===== src/design/icmpchk_pkg.sv =====
// icmpchk_pkg: shared types, constants and the folded checksum add
// for the icmp echo request checker; no dependencies
package icmpchk_pkg;

    // width of the length field carried to the result stage
    localparam int LEN_W = 16;

    // default width of the saturating byte counter
    localparam int DEF_LENGTH_BITS = 16;

    // header layout, byte positions in wire order
    localparam logic [LEN_W-1:0] HDR_BYTES   = 16'd8;
    localparam logic [LEN_W-1:0] POS_TYPE    = 16'd0;
    localparam logic [LEN_W-1:0] POS_CODE    = 16'd1;
    localparam logic [LEN_W-1:0] POS_ID_HI   = 16'd4;
    localparam logic [LEN_W-1:0] POS_ID_LO   = 16'd5;
    localparam logic [LEN_W-1:0] POS_SEQ_HI  = 16'd6;
    localparam logic [LEN_W-1:0] POS_SEQ_LO  = 16'd7;

    // expected header values and checksum target
    localparam logic [7:0]  ECHO_REQUEST_TYPE = 8'd8;
    localparam logic [7:0]  ECHO_CODE         = 8'd0;
    localparam logic [15:0] SUM_ALL_ONES      = 16'hFFFF;

    // result status codes
    typedef enum logic [1:0] {
        STATUS_OK       = 2'd0,
        STATUS_SHORT    = 2'd1,
        STATUS_BAD_TYPE = 2'd2,
        STATUS_BAD_SUM  = 2'd3
    } status_t;

    // message state as it stands after the final byte
    typedef struct packed {
        logic [LEN_W-1:0] len;
        logic [7:0]       type_byte;
        logic [7:0]       code_byte;
        logic [15:0]      ident;
        logic [15:0]      seq;
        logic [15:0]      full_sum;
        logic [15:0]      rest_sum;
    } msg_summary_t;

    // one's-complement add with end-around carry
    function automatic logic [15:0] fold_add(input logic [15:0] acc,
                                             input logic [15:0] word);
        logic [16:0] s;
        logic [16:0] r;
        s = {1'b0, acc} + {1'b0, word};
        r = {1'b0, s[15:0]} + {16'd0, s[16]};
        return r[15:0];
    endfunction

endpackage


===== src/design/icmpchk_accum.sv =====
// icmpchk_accum: per-message state, header capture and running checksums
// depends on icmpchk_pkg
module icmpchk_accum
    import icmpchk_pkg::*;
#(
    parameter int LENGTH_BITS = DEF_LENGTH_BITS
)
(
    input  logic         clk,
    input  logic         rst_n,
    input  logic         step,
    input  logic [7:0]   data,
    input  logic         last,
    output msg_summary_t summary
);

    localparam logic [LENGTH_BITS-1:0] COUNT_MAX = '1;

    logic [LENGTH_BITS-1:0] count_reg, count_next;
    logic [15:0] full_sum_reg, full_sum_next;
    logic [15:0] rest_sum_reg, rest_sum_next;
    logic [7:0]  high_reg, high_next;
    logic        odd_reg, odd_next;
    logic [7:0]  type_reg, type_next;
    logic [7:0]  code_reg, code_next;
    logic [15:0] ident_reg, ident_next;
    logic [15:0] seq_reg, seq_next;
    logic [LEN_W-1:0] pos;
    logic [15:0] word_pair;
    logic [15:0] word_pad;

    assign pos       = LEN_W'(count_reg);
    assign word_pair = {high_reg, data};
    assign word_pad  = {data, 8'h00};

    // saturating byte count
    assign count_next = (count_reg != COUNT_MAX) ? count_reg + 1'b1 : count_reg;

    // header field capture
    always_comb
    begin
        type_next  = (pos == POS_TYPE) ? data : type_reg;
        code_next  = (pos == POS_CODE) ? data : code_reg;
        ident_next = ident_reg;
        seq_next   = seq_reg;
        if (pos == POS_ID_HI)
        begin
            ident_next = {data, ident_reg[7:0]};
        end
        if (pos == POS_ID_LO)
        begin
            ident_next = {ident_reg[15:8], data};
        end
        if (pos == POS_SEQ_HI)
        begin
            seq_next = {data, seq_reg[7:0]};
        end
        if (pos == POS_SEQ_LO)
        begin
            seq_next = {seq_reg[15:8], data};
        end
    end

    // byte pairing and checksum accumulation, odd tail padded with zero
    always_comb
    begin
        full_sum_next = full_sum_reg;
        rest_sum_next = rest_sum_reg;
        high_next     = high_reg;
        odd_next      = odd_reg;
        if (odd_reg)
        begin
            full_sum_next = fold_add(full_sum_reg, word_pair);
            if (pos >= POS_ID_LO)
            begin
                rest_sum_next = fold_add(rest_sum_reg, word_pair);
            end
            odd_next = 1'b0;
        end
        else
        begin
            high_next = data;
            odd_next  = 1'b1;
            if (last)
            begin
                full_sum_next = fold_add(full_sum_reg, word_pad);
                if (pos >= POS_ID_HI)
                begin
                    rest_sum_next = fold_add(rest_sum_reg, word_pad);
                end
            end
        end
    end

    // state after this byte, used by the result stage on the final byte
    always_comb
    begin
        summary.len       = LEN_W'(count_next);
        summary.type_byte = type_next;
        summary.code_byte = code_next;
        summary.ident     = ident_next;
        summary.seq       = seq_next;
        summary.full_sum  = full_sum_next;
        summary.rest_sum  = rest_sum_next;
    end

    // message state, cleared after the final byte
    always_ff @(posedge clk or negedge rst_n)
    begin
        if (!rst_n)
        begin
            count_reg    <= '0;
            full_sum_reg <= '0;
            rest_sum_reg <= '0;
            high_reg     <= '0;
            odd_reg      <= 1'b0;
            type_reg     <= '0;
            code_reg     <= '0;
            ident_reg    <= '0;
            seq_reg      <= '0;
        end
        else if (step)
        begin
            if (last)
            begin
                count_reg    <= '0;
                full_sum_reg <= '0;
                rest_sum_reg <= '0;
                high_reg     <= '0;
                odd_reg      <= 1'b0;
                type_reg     <= '0;
                code_reg     <= '0;
                ident_reg    <= '0;
                seq_reg      <= '0;
            end
            else
            begin
                count_reg    <= count_next;
                full_sum_reg <= full_sum_next;
                rest_sum_reg <= rest_sum_next;
                high_reg     <= high_next;
                odd_reg      <= odd_next;
                type_reg     <= type_next;
                code_reg     <= code_next;
                ident_reg    <= ident_next;
                seq_reg      <= seq_next;
            end
        end
    end

endmodule


===== config.mk =====
export PLATFORM = sky130hd
export DESIGN_NAME = icmpchk_accum
export DESIGN_NICKNAME = d
export VERILOG_FILES = /design/src/design/icmpchk_pkg.sv /design/src/design/icmpchk_accum.sv
export SDC_FILE = /design/constraint.sdc
export NUM_CORES = 1
export LEC_CHECK = 0
export BUFFER_PORTS_ARGS = -buffer_cell sky130_fd_sc_hd__buf_2
export CAP_MARGIN = 20
export CORE_ASPECT_RATIO = 0.7
export CORE_MARGIN = 8
export CORE_UTILIZATION = 35
export DETAILED_ROUTE_END_ITERATION = 16
export SYNTH_ARGS = -nofsm -noshare
export SYNTH_HDL_FRONTEND = slang
export SYNTH_SLANG_ARGS = --single-unit

===== constraint.sdc =====
create_clock -name clk -period 5.6 [get_ports clk]
set_clock_uncertainty 0.05 [all_clocks]
set_input_delay 1.12 -clock clk [delete_from_list [all_inputs] [get_ports clk]]
set_output_delay 1.12 -clock clk [all_outputs]
set_load 0.1 [all_outputs]

======== Word level (Yosys, flattened, before mapping) ========
Index checks and enable logic that the tools add are counted.
operators by class
  add/sub/neg operators ................... 9
  $lt $le $gt $ge ......................... 2
  equality and inequality tests ........... 7
  multiplexer cells ....................... 24
  reduce and logical (&&, ||, !) cells .... 2
operator list
  operator                                                                               count
  16-bit two-way mux                                                                     16
  16-bit by 16-bit adder with 17-bit output                                              4
  16-bit by 1-bit adder with 16-bit output                                               4
  16-bit by 3-bit equality test with 1-bit output (second input constant)                4
  8-bit two-way mux                                                                      6
  16-bit by 3-bit greater-or-equal comparator with 1-bit output (second input constant)  2
  16-bit by 1-bit adder with 16-bit output (second input constant)                       1
  16-bit by 1-bit equality test with 1-bit output (second input constant)                1
  16-bit zero test                                                                       1
  16-bit inequality test (second input constant)                                         1
  1-bit two-way mux                                                                      2
  2-bit inequality test (second input constant)                                          1
  2-bit AND reduction                                                                    1
storage, ports and cells
  register bits after elaboration ......... 105
  input bits .............................. 12
  output and inout port bits .............. 96
  word-level logic and storage cells ...... 53

======== Longest topological paths before layout ========
Gate-level depths: netlist (run 1).
  depth in word-level cells ............... 6
  gate-level depth with buffers ........... 20
  gate-level depth less buffers ........... 19

======== Worst setup path after synthesis (run 1) ========
Ideal clock, no wire load.
  kind .................................... input port to output port
  start point ............................. input data[0]
  end point ............................... output summary[14] in the netlist's numbering
  arrival ................................. 6.447 ns
  data required time ...................... 4.430 ns
  setup slack ............................. -2.017 ns
  stages on the path ...................... 20
  path through ............................ ha_1 -> fa_1 -> nand3_1 -> a2111oi_2 -> or2_1 -> buf_2 -> a211o_1 -> a21oi_1 -> o21bai_1 -> a21o_1 -> ha_1 -> ha_1 -> nand2_1 -> or3_1 -> a21oi_1 -> nand3_1 -> nor4b_1 -> xor2_1 -> mux2i_1 -> o21ai_0
RTL lines
  what                line                 source
  start: declaration  icmpchk_accum.sv:12  input logic [7:0] data,
  end: declaration    icmpchk_accum.sv:14  output msg_summary_t summary

==> results of run 1 <==
-- per-layer routing --
metal / global-route usage [%] / routed length, um / vias up
li1: - / - / 4280
met1: 28.46 / 16000 / 4449
met2: 29.30 / 13780 / 222
met3: 3.659 / 1467 / 20
met4: 3.865 / 399 / 0
met5: 0 / 0 / -
-- metrics by stage --
stage	total power (uW)	area [sq um]	setup TNS [ns]	worst slack, ns
3_5_place_dp	4169	11600	-3.533	-0.4140
5_1_grt	5239	12470	-4.941	-0.3928
3_3_place_gp	4150	11600	-2.565	-0.3409
6_report	4987	12470	-1.740	-0.2091
4_1_cts	4946	12260	-1.374	-0.2665
2_1_floorplan	3198	9559	-0.8289	-0.4475
-- power by group --
part           total, uW  switching (uW)  leakage, uW  internal (uW)
clock                650             337     0.000144            313
sequential           981             142      0.00143            838
combinational       3360            2160      0.00411           1200
-- cell type report --
class | instances | share of cell area [%]
Timing Repair Buffer | 243 | 17.06
Clock inverter | 7 | 0.4715
Sequential cell | 105 | 21.10
Tap cell | 331 | 3.321
Inverter | 25 | 0.7624
Clock buffer | 9 | 1.806
Multi-Input combinational cell | 851 | 55.48
-- worst min path at each step --
stage / from / to / slack [ns] / cells after the start
after floorplan: ident_reg[0] / ident_reg[0] / 0.42 / 1
after global placement: ident_reg[14] / ident_reg[14] / 0.43 / 1
after detailed placement: seq_reg[0] / seq_reg[0] / 0.43 / 1
after CTS: ident_reg[6] / ident_reg[6] / 0.46 / 1
after global routing: ident_reg[6] / ident_reg[6] / 0.47 / 1
final: code_reg[2] / code_reg[2] / 0.45 / 1
-- what timing repair did --
item / 4_1_cts / 5_1_grt
gates cloned: 0 / 0
pin swaps: 37 / 30
endpoints found under the hold margin: 0 / 0
buffers inserted: 14 / 10
gates resized for setup: 47 / 31
setup endpoints to repair: 24 / 25
-- cell usage in the layout (no fill, tap or decap), drive strengths merged, types with 29 or more instances in the layout --
master	instances
mux2	45
xnor2	55
inv	29
nand3	33
nor2	54
a22o	77
nand2	84
a21oi	60
dfrtp	105
o21ai	59
ha	61
buf	243
xor2	36
-- logic make-up (layout without fill, tap and decap cells) --
family	Yosys count	in the layout
AOI/OAI and AO/OA	322	322
xor gates and xnor gates	91	91
adders and majority gates	65	65
buffers and inverters	93	284
DFF	105	105
muxes	57	57
and+or+nand+nor	316	316
==> run summary, run 1 <==
The first global-routing pass estimated 48940 um of wire. The tools report the effective utilization at floorplan as 35.62%. At the later pin of the worst-skew pair, clock insertion delay measures 0.37 ns. For this run, the number of standard cells in the final layout without fillers is 1571.

The logs give 25750 sq um for the placeable core region and 0 for the max-slew violation total from the final report. TritonCTS built the clock tree. The critical path endpoint category was an output port.

The tool flagged a number of max-cap violations equal to 0. The HPWL after detailed placement was 23360 um; the adder-cell share of the synthesized area was 9.194%. The largest vdd supply drop is 0.2568 mV. Data arrival time of the critical path: 4.64 ns. The synthesis warning total is 0, and the final period demand of the worst path is 5.809 ns.

In the final layout, the share of cells above drive strength 1 is 33.79%. Sorting the synthesized cells by area gives the leading types as sky130_fd_sc_hd__dfrtp_1 29%, sky130_fd_sc_hd__ha_1 8.3%, sky130_fd_sc_hd__a22o_1 7.4%, sky130_fd_sc_hd__mux2_2 5.5%, sky130_fd_sc_hd__xnor2_1 5.3%. The number of nets in the finished design is 1312, and the overall routing resource usage is 19.42%. The die outline height was 151.4 um; the clock sink count was 105.

The number of nets with antenna violations after routing was 0; the leftover overflow at the end of global routing was 0. The maximum fanout encountered on the critical timing path was 2; the highest achievable clock rate was 0.1721 GHz. The number of endpoints with negative hold slack in the final report is 0. The synthesized netlist occupies a cell area of 9173 sq um.

The first detailed-routing pass took 4 iterations. Setup repair after global routing could not meet its margin everywhere. The tools report the cell total after placement as 1532. Summed over its instances, the top area cell type makes up 28.65% of the synthesized netlist area. Broken down by cell family, the worst path's largest delay share belongs to compound AO/OA/AOI/OAI gates.

The worst register-to-register path has a depth of 22. The critical path crosses 21 cells after its start point. Clock-pin slew was measured on the worst setup and hold paths at 0.07 ns. sky130_fd_sc_hd__dfrtp_1 takes more of the synthesized area than any other cell. The die covers 31730 sq um. The final core utilization came out at 48.44%.

The die width is 209.5 um. The signal on the critical path passes through buf_8 > ha_4 > fa_2 > nand3_4 > a2111oi_4 > or2_1 > a211o_1 > a21oi_2 > o21bai_1 > a21o_1 > ha_4 > ha_4 > nand2_2 > or3_4 > a21oi_4 > nand3_4 > nor4b_4 > xor2_1 > mux2i_2 > o21ai_4 > buf_12. The via count of the first global-routing pass was 8504.

The logs give 0 for the post-cts hold buffer count and 0 for the total inserted antenna cells. The final reports fail on setup timing. Xor/xnor cell area share of the yosys netlist: 8.689%.

The delay of the slowest cell on the worst path is 0.38 ns. The synthesized area per cell is 8.744 sq um. The run gives 31640 um as the routed wire length.

The H-tree was split into 3 levels. The post-synthesis cell count was 1049. Average detailed-routed wire length per instance: 20.14 um. The most used flip-flop cell after synthesis is sky130_fd_sc_hd__dfrtp_1. The worst setup path is of the in -> out kind. At the end of routability-driven placement, the weighted congestion stood at 0.8936. The logs give 1126 for the synthesized net count and 63 for the maximum number of pins on one net before global-route repair.

In the routed layout, each cell is associated on average with a via count of 5.710. The launching element type of the critical path is a primary input. In the post-synthesis netlist, the cell with the most instances is sky130_fd_sc_hd__dfrtp_1. The worst hold path belongs to the class reg -> reg.

The final number of setup-violating endpoints was 17; the required time of the worst setup path was 4.43 ns. In this run the critical register-to-register path is captured at rest_sum_reg[12]. Dividing total power by cell area gives a power density of 399.9 nW/um^2. In the routed design, unresolved DRC markers number 0. The post-route fraction of the period consumed by the critical path works out to 103.7%.

The longest clock path from root to sink contains 2 buffers. Detailed routing inserted a total of 8971 vias. The run gives 1.38 ns as the register-to-register setup slack.

The share of flip-flops with an asynchronous set or reset after synthesis is 100.0%, and the worst hold slack is 0.4533 ns. In this run the worst setup path terminates at summary[14]. Dominant combinational cell family by area after synthesis: compound AO/OA/AOI/OAI gates. In this run the static leakage power is 0.005686 uW.

Slowest cell on the critical path: sky130_fd_sc_hd__a2111oi_4. Counting distinct cell types in the post-synthesis netlist gives 73. The cell repeated most along the worst path was sky130_fd_sc_hd__ha_4. Input and output buffers added on the ports amount to 107. The tools report the slack of the critical path as -0.2091 ns.

In the final layout, the multi-input gates occupy 6919 sq um. The first routing iteration left 628 violations. The logs give 28.65% for the part of the Yosys area used for sequential elements and 0 for the initial antenna violation count. The critical register-to-register path startpoint was rest_sum_reg[0].

The synthesized netlist devotes 25.09% of its cell area to compound gates. The simple-gate portion of the synthesized area came out at 17.72%. The tools report the boundary pin count as 108. The filler cells instantiated in the layout total 2435. The worst pin sits at a relative slew slack of 43.22%. The origin of the worst setup path was data[0]. The commonest cells after synthesis are 105 x sky130_fd_sc_hd__dfrtp_1, 84 x sky130_fd_sc_hd__nand2_1, 77 x sky130_fd_sc_hd__a22o_1, 61 x sky130_fd_sc_hd__ha_1. The row count was 49; the number of enable flip-flop cells after synthesis was 0. The area taken by flip-flops and latches was 2631 sq um; the multiplexer share of the synthesized area was 6.834%.

The flow ran to the end, but the final reports show violations. The worst-margin pin slew was 0.8460 ns; the total clock buffers created by CTS was 9. The post-synthesis register bit count was 105; the area growth from synthesis to final layout was 35.97%. CTS placed an instance of sky130_fd_sc_hd__clkbuf_16 at the clock tree root. The number of buffers and inverters on the critical path is 2.
(Power assumes the default switching activity.)
==> run 2, diff against run 1 <==
Settings changed: SETUP_SLACK_MARGIN set to 0.02.
Clock period 5.6 ns to 4.9 ns, I/O delays scaled along.
==> run 2 against run 1 <==
Compared with the run above: the run still ends with setup timing left; power increased by 24%; sequential share of layout area fell by 1.9 points; die area stayed put; cell count increased by 5.9%; final area rose by 10%; clock power increased by 18%; first-iteration DRC count rose by 20%; count of clock-buffer cells in the layout is the same; largest power group unchanged.
==> run summary, run 2 (same netlist as run 1, synthesis figures left out) <==
The run finished, with violations left. Violated checks: setup timing (unchanged). The tools report the total via count after detailed routing as 9413 (was 8971).

The run gives 25750 sq um (unchanged) as the placeable core region. The row count came out at 49 (unchanged). Launching element type of the critical path: a primary input (unchanged).

The delay of the slowest cell on the worst path works out to 0.39 ns (was 0.38 ns). The count of cells along the worst hold path was 1 (unchanged). The kind of critical path is in -> out (unchanged).

The data arrival time of the critical path is 4.61 ns (was 4.64 ns). The layout filler cell count is 2273 (was 2435), and the H-tree depth reported by CTS is 3 (unchanged). The routed design could run at a clock period as short as 5.644 ns. The boundary pin count is 108 (unchanged), and the required time of the worst setup path is 3.87 ns (was 4.43 ns). HPWL after detailed placement: 24610 um (was 23360 um). The most common cell after layout, fill and taps aside was sky130_fd_sc_hd__buf_4 (unchanged). The number of buffers on the longest clock path is 2 (unchanged), and the share of cells above drive strength 1 is 42.69% (was 33.79%). The worst reg2reg path depth works out to 20 (was 22).

The clock-pin slew on the worst setup and hold paths is 0.07 ns (about the same), and the effective utilization at floorplan is 35.62% (unchanged). Cells traversed along the worst timing path: buf_8 > ha_4 > fa_2 > nand3_4 > a2111oi_4 > or2_1 > a211o_1 > a21oi_2 > o21bai_1 > a21o_1 > ha_4 > ha_4 > nand2_2 > or3_4 > a21oi_4 > nand3_2 > nor4b_4 > xor2_1 > mux2i_2 > o21ai_4 > buf_12 (was buf_8 > ha_4 > fa_2 > nand3_4 > a2111oi_4 > or2_1 > a211o_1 > a21oi_2 > o21bai_1 > a21o_1 > ha_4 > ha_4 > nand2_2 > or3_4 > a21oi_4 > nand3_4 > nor4b_4 > xor2_1 > mux2i_2 > o21ai_4 > buf_12). The clock latency on the worst-skew pair is 0.37 ns (about the same), and the sum of buffers and inverters on the critical path is 2 (unchanged). The placer congestion estimate is 0.9140 (was 0.8936), and the via count of the first global-routing pass is 8921 (was 8504). Max-slew violation total from the final report: 0 (unchanged).

The worst min-delay path startpoint is code_reg[2] (unchanged). The tools report the origin of the worst setup path as data[0] (unchanged). Total die area: 31730 sq um (unchanged).

The number of endpoints with negative hold slack in the final report is 0 (unchanged). The die width works out to 209.5 um (unchanged). TritonCTS built the clock tree. The logs give 1405 (was 1312) for the number of nets in the finished design and 20.45% (was 19.42%) for the overall routing resource usage. Leftover overflow at the end of global routing: 0 (unchanged).

Buffer type at the clock tree root: sky130_fd_sc_hd__clkbuf_16 (unchanged). For the number of nets with antenna violations after routing, the log shows 0 (unchanged). Global-route wire length before repair: 51270 um (was 48940 um).

The average detailed-routed wire length per instance is 20.15 um (was 20.14 um). The count of cell instances traversed by the critical path came out at 21 (unchanged). The tools report the final number of setup-violating endpoints as 31 (was 17). Terminating pin of the worst hold path: code_reg[2] (unchanged).

The switching power total is 3190 uW (was 2637 uW). The logs give 0.3922 mV (was 0.2568 mV) for the largest vdd supply drop and 80 (was 63) for the maximum number of pins on one net before global-route repair. The logs give 105 (unchanged) for the clock sink count and 5 (was 4) for the number of iterations in the first detailed-routing pass.

The run gives 17.6% (was 19.7%) as the sequential group share of total power. Of the available clock period, the critical path in the final layout requires 115.2%. The area growth from synthesis to final layout works out to 49.56% (was 35.97%). Setup repair after global routing could not meet its margin everywhere.

The die outline height is 151.4 um (unchanged), and the total inserted antenna cells is 0 (unchanged). The detail-routed via count per cell works out to 5.657 (was 5.710). The register-to-register setup slack is 0.65 ns (was 1.38 ns). For the routed wire length, the log shows 33530 um (was 31640 um). The maximum fanout encountered on the critical timing path came out at 3 (was 2).

Worst-margin pin slew: 1.027 ns (was 0.8460 ns). The proportion of total power due to net switching is 51.73% (was 52.88%), and the combinational fraction of design power is 70.0% (was 67.3%). The worst hold slack was 0.4510 ns (was 0.4533 ns). The leakage dissipation was 0.006310 uW (was 0.005686 uW). The total clock buffers created by CTS came out at 9 (unchanged).

The count of buffers inserted at the top-level ports is 107 (unchanged), and the post-cts hold buffer count is 0 (unchanged). The tools report the worst slew margin relative to its limit as 31.06% (was 43.22%). The cell repeated most along the worst path was sky130_fd_sc_hd__ha_4 (unchanged). Slowest cell on the critical path: sky130_fd_sc_hd__a2111oi_4 (unchanged). The internal power consumption is 2977 uW (was 2350 uW). For the initial antenna violation count, the log shows 0 (unchanged).

Slack of the critical path: -0.7437 ns (was -0.2091 ns). The critical path endpoint category was an output port (unchanged). The family of cells with the greatest summed delay on the critical path was compound AO/OA/AOI/OAI gates (unchanged). The run gives 0 (unchanged) as the total of max-cap violations. The tools report the number of design-rule violations left by the first detailed-router iteration as 756 (was 628). Leading cell types in the layout, fill and taps excluded: 202 x sky130_fd_sc_hd__buf_4, 104 x sky130_fd_sc_hd__dfrtp_1, 76 x sky130_fd_sc_hd__a22o_1 (was 124 x sky130_fd_sc_hd__buf_4, 104 x sky130_fd_sc_hd__dfrtp_1, 81 x sky130_fd_sc_hd__nand2_1). The number of remaining DRC errors is 0 (unchanged).

The final core utilization is 53.27% (was 48.44%). The run gives 0.1772 GHz as the highest achievable clock rate. The classification of the worst-slack hold path is reg -> reg (unchanged).

The power per standard cell area is 449.6 nW/um^2 (was 399.9 nW/um^2). The critical register-to-register path startpoint was rest_sum_reg[0] (unchanged). The clock network power share was 12.4% (was 13.0%). The destination of the worst register-to-register timing path is rest_sum_reg[9] (was rest_sum_reg[12]).
==> run 2: changes by cell type in the layout (fill, tap and decap cells not counted), sizes merged <==
cell	change
buf	+93
clkinvlp	+1
inv	-1
==> run 2: timing repair <==
item,CTS,global route
endpoints found under the hold margin,0,0
resized for setup,98,58
pin swaps,66,55
setup buffers,34,16
endpoints found under the setup margin,30,32
==> run 2: area by class of cell <==
type,instances,area [sq um],share of cell area [%]
clock buffer,9,225.2,1.642
clock inverter,7,71.32,0.5199
inverter,25,95.09,0.6932
multi-input combinational,851,7390,53.87
sequential,105,2631,19.18
tap,331,414.1,3.019
timing repair buffer,336,2892,21.08
==> run 2: power by group through the flow <==
stage / logic [uW] / clock network, uW / registers, uW
floorplan: 2680 / 0 / 1050
global placement: 3930 / 0 / 1090
detailed placement: 3960 / 0 / 1090
CTS: 4190 / 781 / 1080
global route: 4540 / 812 / 1100
finish: 4310 / 767 / 1090
==> run 2: how the worst max path moves through the flow <==
stage	end	slack, ns
2_1_floorplan	summary[15]	-0.96
3_3_place_gp	summary[14]	-0.81
3_5_place_dp	summary[14]	-0.91
4_1_cts	summary[30]	-0.71
5_1_grt	summary[28]	-0.95
6_report	summary[14]	-0.74
==> run 2: per-layer routing <==
metal / vias up / wire, um / track usage (%)
li1: 4468 / - / -
met1: 4655 / 16380 / 29.83
met2: 270 / 14790 / 30.59
met3: 20 / 2058 / 4.507
met4: 0 / 302 / 3.970
met5: - / 0 / 0
==> run 2: per-stage QoR <==
step | instance area [sq um] | setup WS (ns) | TNS, ns | cells | total power [uW]
after floorplan | 9711 | -0.9564 | -6.598 | 1049 | 3728
after global placement | 12270 | -0.8053 | -14.64 | 1602 | 5025
after detailed placement | 12270 | -0.9118 | -16.56 | 1602 | 5055
after CTS | 13320 | -0.7095 | -12.15 | 1651 | 6051
after global routing | 13720 | -0.9508 | -19.05 | 1664 | 6456
final | 13720 | -0.7437 | -14.69 | 1664 | 6167
==> run 3, diff against run 2 <==
Settings changed: CORE_UTILIZATION 35 to 32.
==> run 3 against run 2 <==
Compared with the run above: the flow still finishes with violations (setup timing); critical path depth unchanged; highest routed layer unchanged; sequential power is essentially flat; sequential share of layout area decreased by 0.15 points; register-to-register slack better by 0.12 ns.
==> run summary, run 3 (same netlist as run 1, synthesis figures left out) <==
The overall power was 6304 uW (was 6167 uW); the maximum fanout encountered on the critical timing path was 10 (was 3). The clock-pin slew on the worst setup and hold paths is 0.07 ns (about the same), and the clock sink count is 105 (unchanged). The total inserted antenna cells is 0 (unchanged).

The share of cells above drive strength 1 is 42.03% (was 42.69%), and the number of design-rule violations left by the first detailed-router iteration is 773 (was 756). Kind of critical path: in -> out (unchanged). The family of cells with the greatest summed delay on the critical path is simple AND/OR/NAND/NOR gates (was compound AO/OA/AOI/OAI gates). The destination of the worst register-to-register timing path is rest_sum_reg[9] (unchanged).

For the clock latency on the worst-skew pair, the log shows 0.38 ns (was 0.37 ns). Leading cell types in the layout, fill and taps excluded: 216 x sky130_fd_sc_hd__buf_4, 104 x sky130_fd_sc_hd__dfrtp_1, 76 x sky130_fd_sc_hd__a22o_1 (was 202 x sky130_fd_sc_hd__buf_4, 104 x sky130_fd_sc_hd__dfrtp_1, 76 x sky130_fd_sc_hd__a22o_1). Effective utilization at floorplan: 32.11% (was 35.62%). The number of nets with antenna violations after routing is 0 (unchanged).

The required time of the worst setup path is 3.87 ns (about the same), and the worst-margin pin slew is 0.9930 ns (was 1.027 ns). The tools report the critical path endpoint category as an output port (unchanged). Setup repair after global routing could not meet its margin everywhere. For the number of remaining DRC errors, the log shows 0 (unchanged). The tools report the critical register-to-register path startpoint as rest_sum_reg[0] (unchanged).

Violated checks: setup timing (unchanged). The number of endpoints with negative hold slack in the final report was 0 (unchanged). Cells traversed along the worst timing path: buf_4 > buf_12 > ha_1 > o21ai_0 > a21oi_1 > nand2_1 > o21ai_2 > a21o_1 > a21oi_2 > nor2_1 > o21ai_1 > nand2b_1 > ha_2 > and3_4 > and3_4 > and4_4 > nand4_1 > nor3_2 > xnor2_2 > a21o_4 > buf_12 (was buf_8 > ha_4 > fa_2 > nand3_4 > a2111oi_4 > or2_1 > a211o_1 > a21oi_2 > o21bai_1 > a21o_1 > ha_4 > ha_4 > nand2_2 > or3_4 > a21oi_4 > nand3_2 > nor4b_4 > xor2_1 > mux2i_2 > o21ai_4 > buf_12). The max-slew violation total from the final report is 0 (unchanged). The highest achievable clock rate was 0.1806 GHz (was 0.1772 GHz). The area growth from synthesis to final layout came out at 50.70% (was 49.56%).

The die outline height was 157.7 um (was 151.4 um). The placeable core region is 28560 sq um (was 25750 sq um), and the average detailed-routed wire length per instance is 19.84 um (was 20.15 um). The final number of setup-violating endpoints was 30 (was 31); the delay of the slowest cell on the worst path was 0.30 ns (was 0.39 ns). The slowest cell on the critical path was sky130_fd_sc_hd__ha_1 (was sky130_fd_sc_hd__a2111oi_4).

The power per standard cell area came out at 456.0 nW/um^2 (was 449.6 nW/um^2). The count of cells along the worst hold path came out at 1 (unchanged). The leftover overflow at the end of global routing was 0 (unchanged); the post-cts hold buffer count was 0 (unchanged). The tools report the launching element type of the critical path as a primary input (unchanged). The count of buffers inserted at the top-level ports is 107 (unchanged).

The number of nets in the finished design is 1414 (was 1405), and the sum of buffers and inverters on the critical path is 3 (was 2). The tools report the overall routing resource usage as 19.47% (was 20.45%). The run gives 7289 sq um (was 7390 sq um) as the multi-input gate area in the final layout.

Data arrival time of the critical path: 4.51 ns (was 4.61 ns). The run finished, with violations left. The tools report the terminating pin of the worst hold path as code_reg[1] (was code_reg[2]). The number of iterations in the first detailed-routing pass came out at 4 (was 5). Placer congestion estimate: 0.8950 (was 0.9140). The final design instance area without fill came out at 13820 sq um (was 13720 sq um). The tools report the placed cell area as 12270 sq um (about the same). The detail-routed via count per cell works out to 5.500 (was 5.657). The tools report the origin of the worst setup path as data[6] (was data[0]). The final period demand of the worst path was 5.537 ns (was 5.644 ns); the largest vdd supply drop was 0.3279 mV (was 0.3922 mV).

Worst min-delay path startpoint: code_reg[1] (was code_reg[2]). Routed wire length: 34120 um (was 33530 um). The total die area was 34420 sq um (was 31730 sq um); the post-route fraction of the period consumed by the critical path was 113.0% (was 115.2%). The run gives 0.77 ns (was 0.65 ns) as the register-to-register setup slack. Buffer type at the clock tree root: sky130_fd_sc_hd__clkbuf_16 (unchanged). The logs give 33.36% (was 31.06%) for the worst slew margin relative to its limit and 53110 um (was 51270 um) for the global-route wire length before repair. The logs give 0 (unchanged) for the total of max-cap violations and 2627 (was 2273) for the layout filler cell count.

The logs give 9 (unchanged) for the total clock buffers created by CTS and 52 (was 49) for the row count. The run gives 0.006345 uW (was 0.006310 uW) as the leakage dissipation. The logs give 108 (unchanged) for the boundary pin count and 3 (unchanged) for the H-tree depth reported by CTS.

The maximum number of pins on one net before global-route repair was 70 (was 80); the total via count after detailed routing was 9460 (was 9413). Worst reg2reg path depth: 21 (was 20). The classification of the worst-slack hold path is reg -> reg (unchanged). The worst hold slack is 0.4527 ns (was 0.4510 ns). The tools report the initial antenna violation count as 0 (unchanged). Via count of the first global-routing pass: 9256 (was 8921).

For the area taken by flip-flops and latches, the log shows 2631 sq um (unchanged). TritonCTS built the clock tree. For the number of buffers on the longest clock path, the log shows 2 (unchanged).

The run gives -0.6372 ns (was -0.7437 ns) as the slack of the critical path. The final core utilization is 48.40% (was 53.27%), and the HPWL after detailed placement is 24270 um (was 24610 um). The most common cell after layout, fill and taps aside was sky130_fd_sc_hd__buf_4 (unchanged). The die width was 218.4 um (was 209.5 um).
-- run 3: cell types whose count changed in the layout (fill, tap and decap cells not counted), moves of 3 or more --
cell	delta
sky130_fd_sc_hd__buf_8	+4
sky130_fd_sc_hd__buf_4	+14
sky130_fd_sc_hd__buf_6	-7
sky130_fd_sc_hd__buf_2	-3
sky130_fd_sc_hd__o21ai_2	-3
sky130_fd_sc_hd__ha_4	-3
sky130_fd_sc_hd__nand3_2	-4
sky130_fd_sc_hd__o21ai_0	+4
sky130_fd_sc_hd__xor2_2	-4
-- run 3: worst reg2reg max path: stages (launching register included) --
cell	delay (ns)
sky130_fd_sc_hd__dfrtp_1	0.41
sky130_fd_sc_hd__ha_4	0.16
sky130_fd_sc_hd__fa_2	0.22
sky130_fd_sc_hd__nand3_4	0.09
sky130_fd_sc_hd__a2111oi_4	0.31
sky130_fd_sc_hd__or2_1	0.17
sky130_fd_sc_hd__a211o_1	0.14
sky130_fd_sc_hd__a21oi_2	0.06
sky130_fd_sc_hd__o21bai_1	0.13
sky130_fd_sc_hd__a21o_1	0.17
sky130_fd_sc_hd__ha_4	0.15
sky130_fd_sc_hd__and3_4	0.20
sky130_fd_sc_hd__nand2_4	0.05
sky130_fd_sc_hd__or4_4	0.48
sky130_fd_sc_hd__buf_6	0.14
sky130_fd_sc_hd__buf_6	0.11
sky130_fd_sc_hd__xnor2_2	0.12
sky130_fd_sc_hd__o211ai_1	0.26
sky130_fd_sc_hd__o21ai_4	0.14
sky130_fd_sc_hd__buf_4	0.16
sky130_fd_sc_hd__buf_4	0.12
sky130_fd_sc_hd__a22o_1	0.17
-- run 3: metal layers --
layer,share of wire (%),wire length (um),global-route usage (%)
met4,1.6,538,3.861
met1,49,16630,28.48
met2,43,14830,29.38
met3,6.2,2119,3.685
met5,0,0,0
-- run 3: layout make-up --
type,instances,area share (%)
Multi-Input combinational cell,851,52.73
Sequential cell,105,19.04
Clock inverter,7,0.8780
Timing Repair Buffer,345,21.61
Tap cell,378,3.421
Clock buffer,9,1.629
Inverter,25,0.6879
-- run 3: worst max path at each step --
stage                     slack, ns  cells after the start           to
after floorplan               -0.96                     18  summary[15]
after global placement        -0.87                     21  summary[14]
after detailed placement      -0.92                     21  summary[14]
after CTS                     -0.66                     21  summary[14]
after global routing          -0.83                     22  summary[28]
final                         -0.64                     21  summary[31]
-- run 3: power breakdown --
part	switching [uW]	internal [uW]	total (uW)	leakage, uW
combinational	2670	1680	4340	0.00475
sequential	129	959	1090	0.00143
clock	407	466	872	0.000168
total	3200	3100	6300	0.00635
-- run 3: repair_timing --
| item | CTS | global route |
|---|---|---|
| setup endpoints to repair | 31 | 31 |
| pin swaps | 56 | 65 |
| gates resized for setup | 86 | 59 |
| endpoints found under the hold margin | 0 | 0 |
| buffers inserted | 54 | 18 |
-- run 3: metrics by stage --
stage               cells  TNS [ns]  setup WS (ns)
finish               1720    -12.05        -0.6372
global route         1720    -17.44        -0.8344
CTS                  1710    -10.80        -0.6629
detailed placement   1640    -15.24        -0.9167
global placement     1640    -14.53        -0.8684
floorplan            1049    -6.598        -0.9564
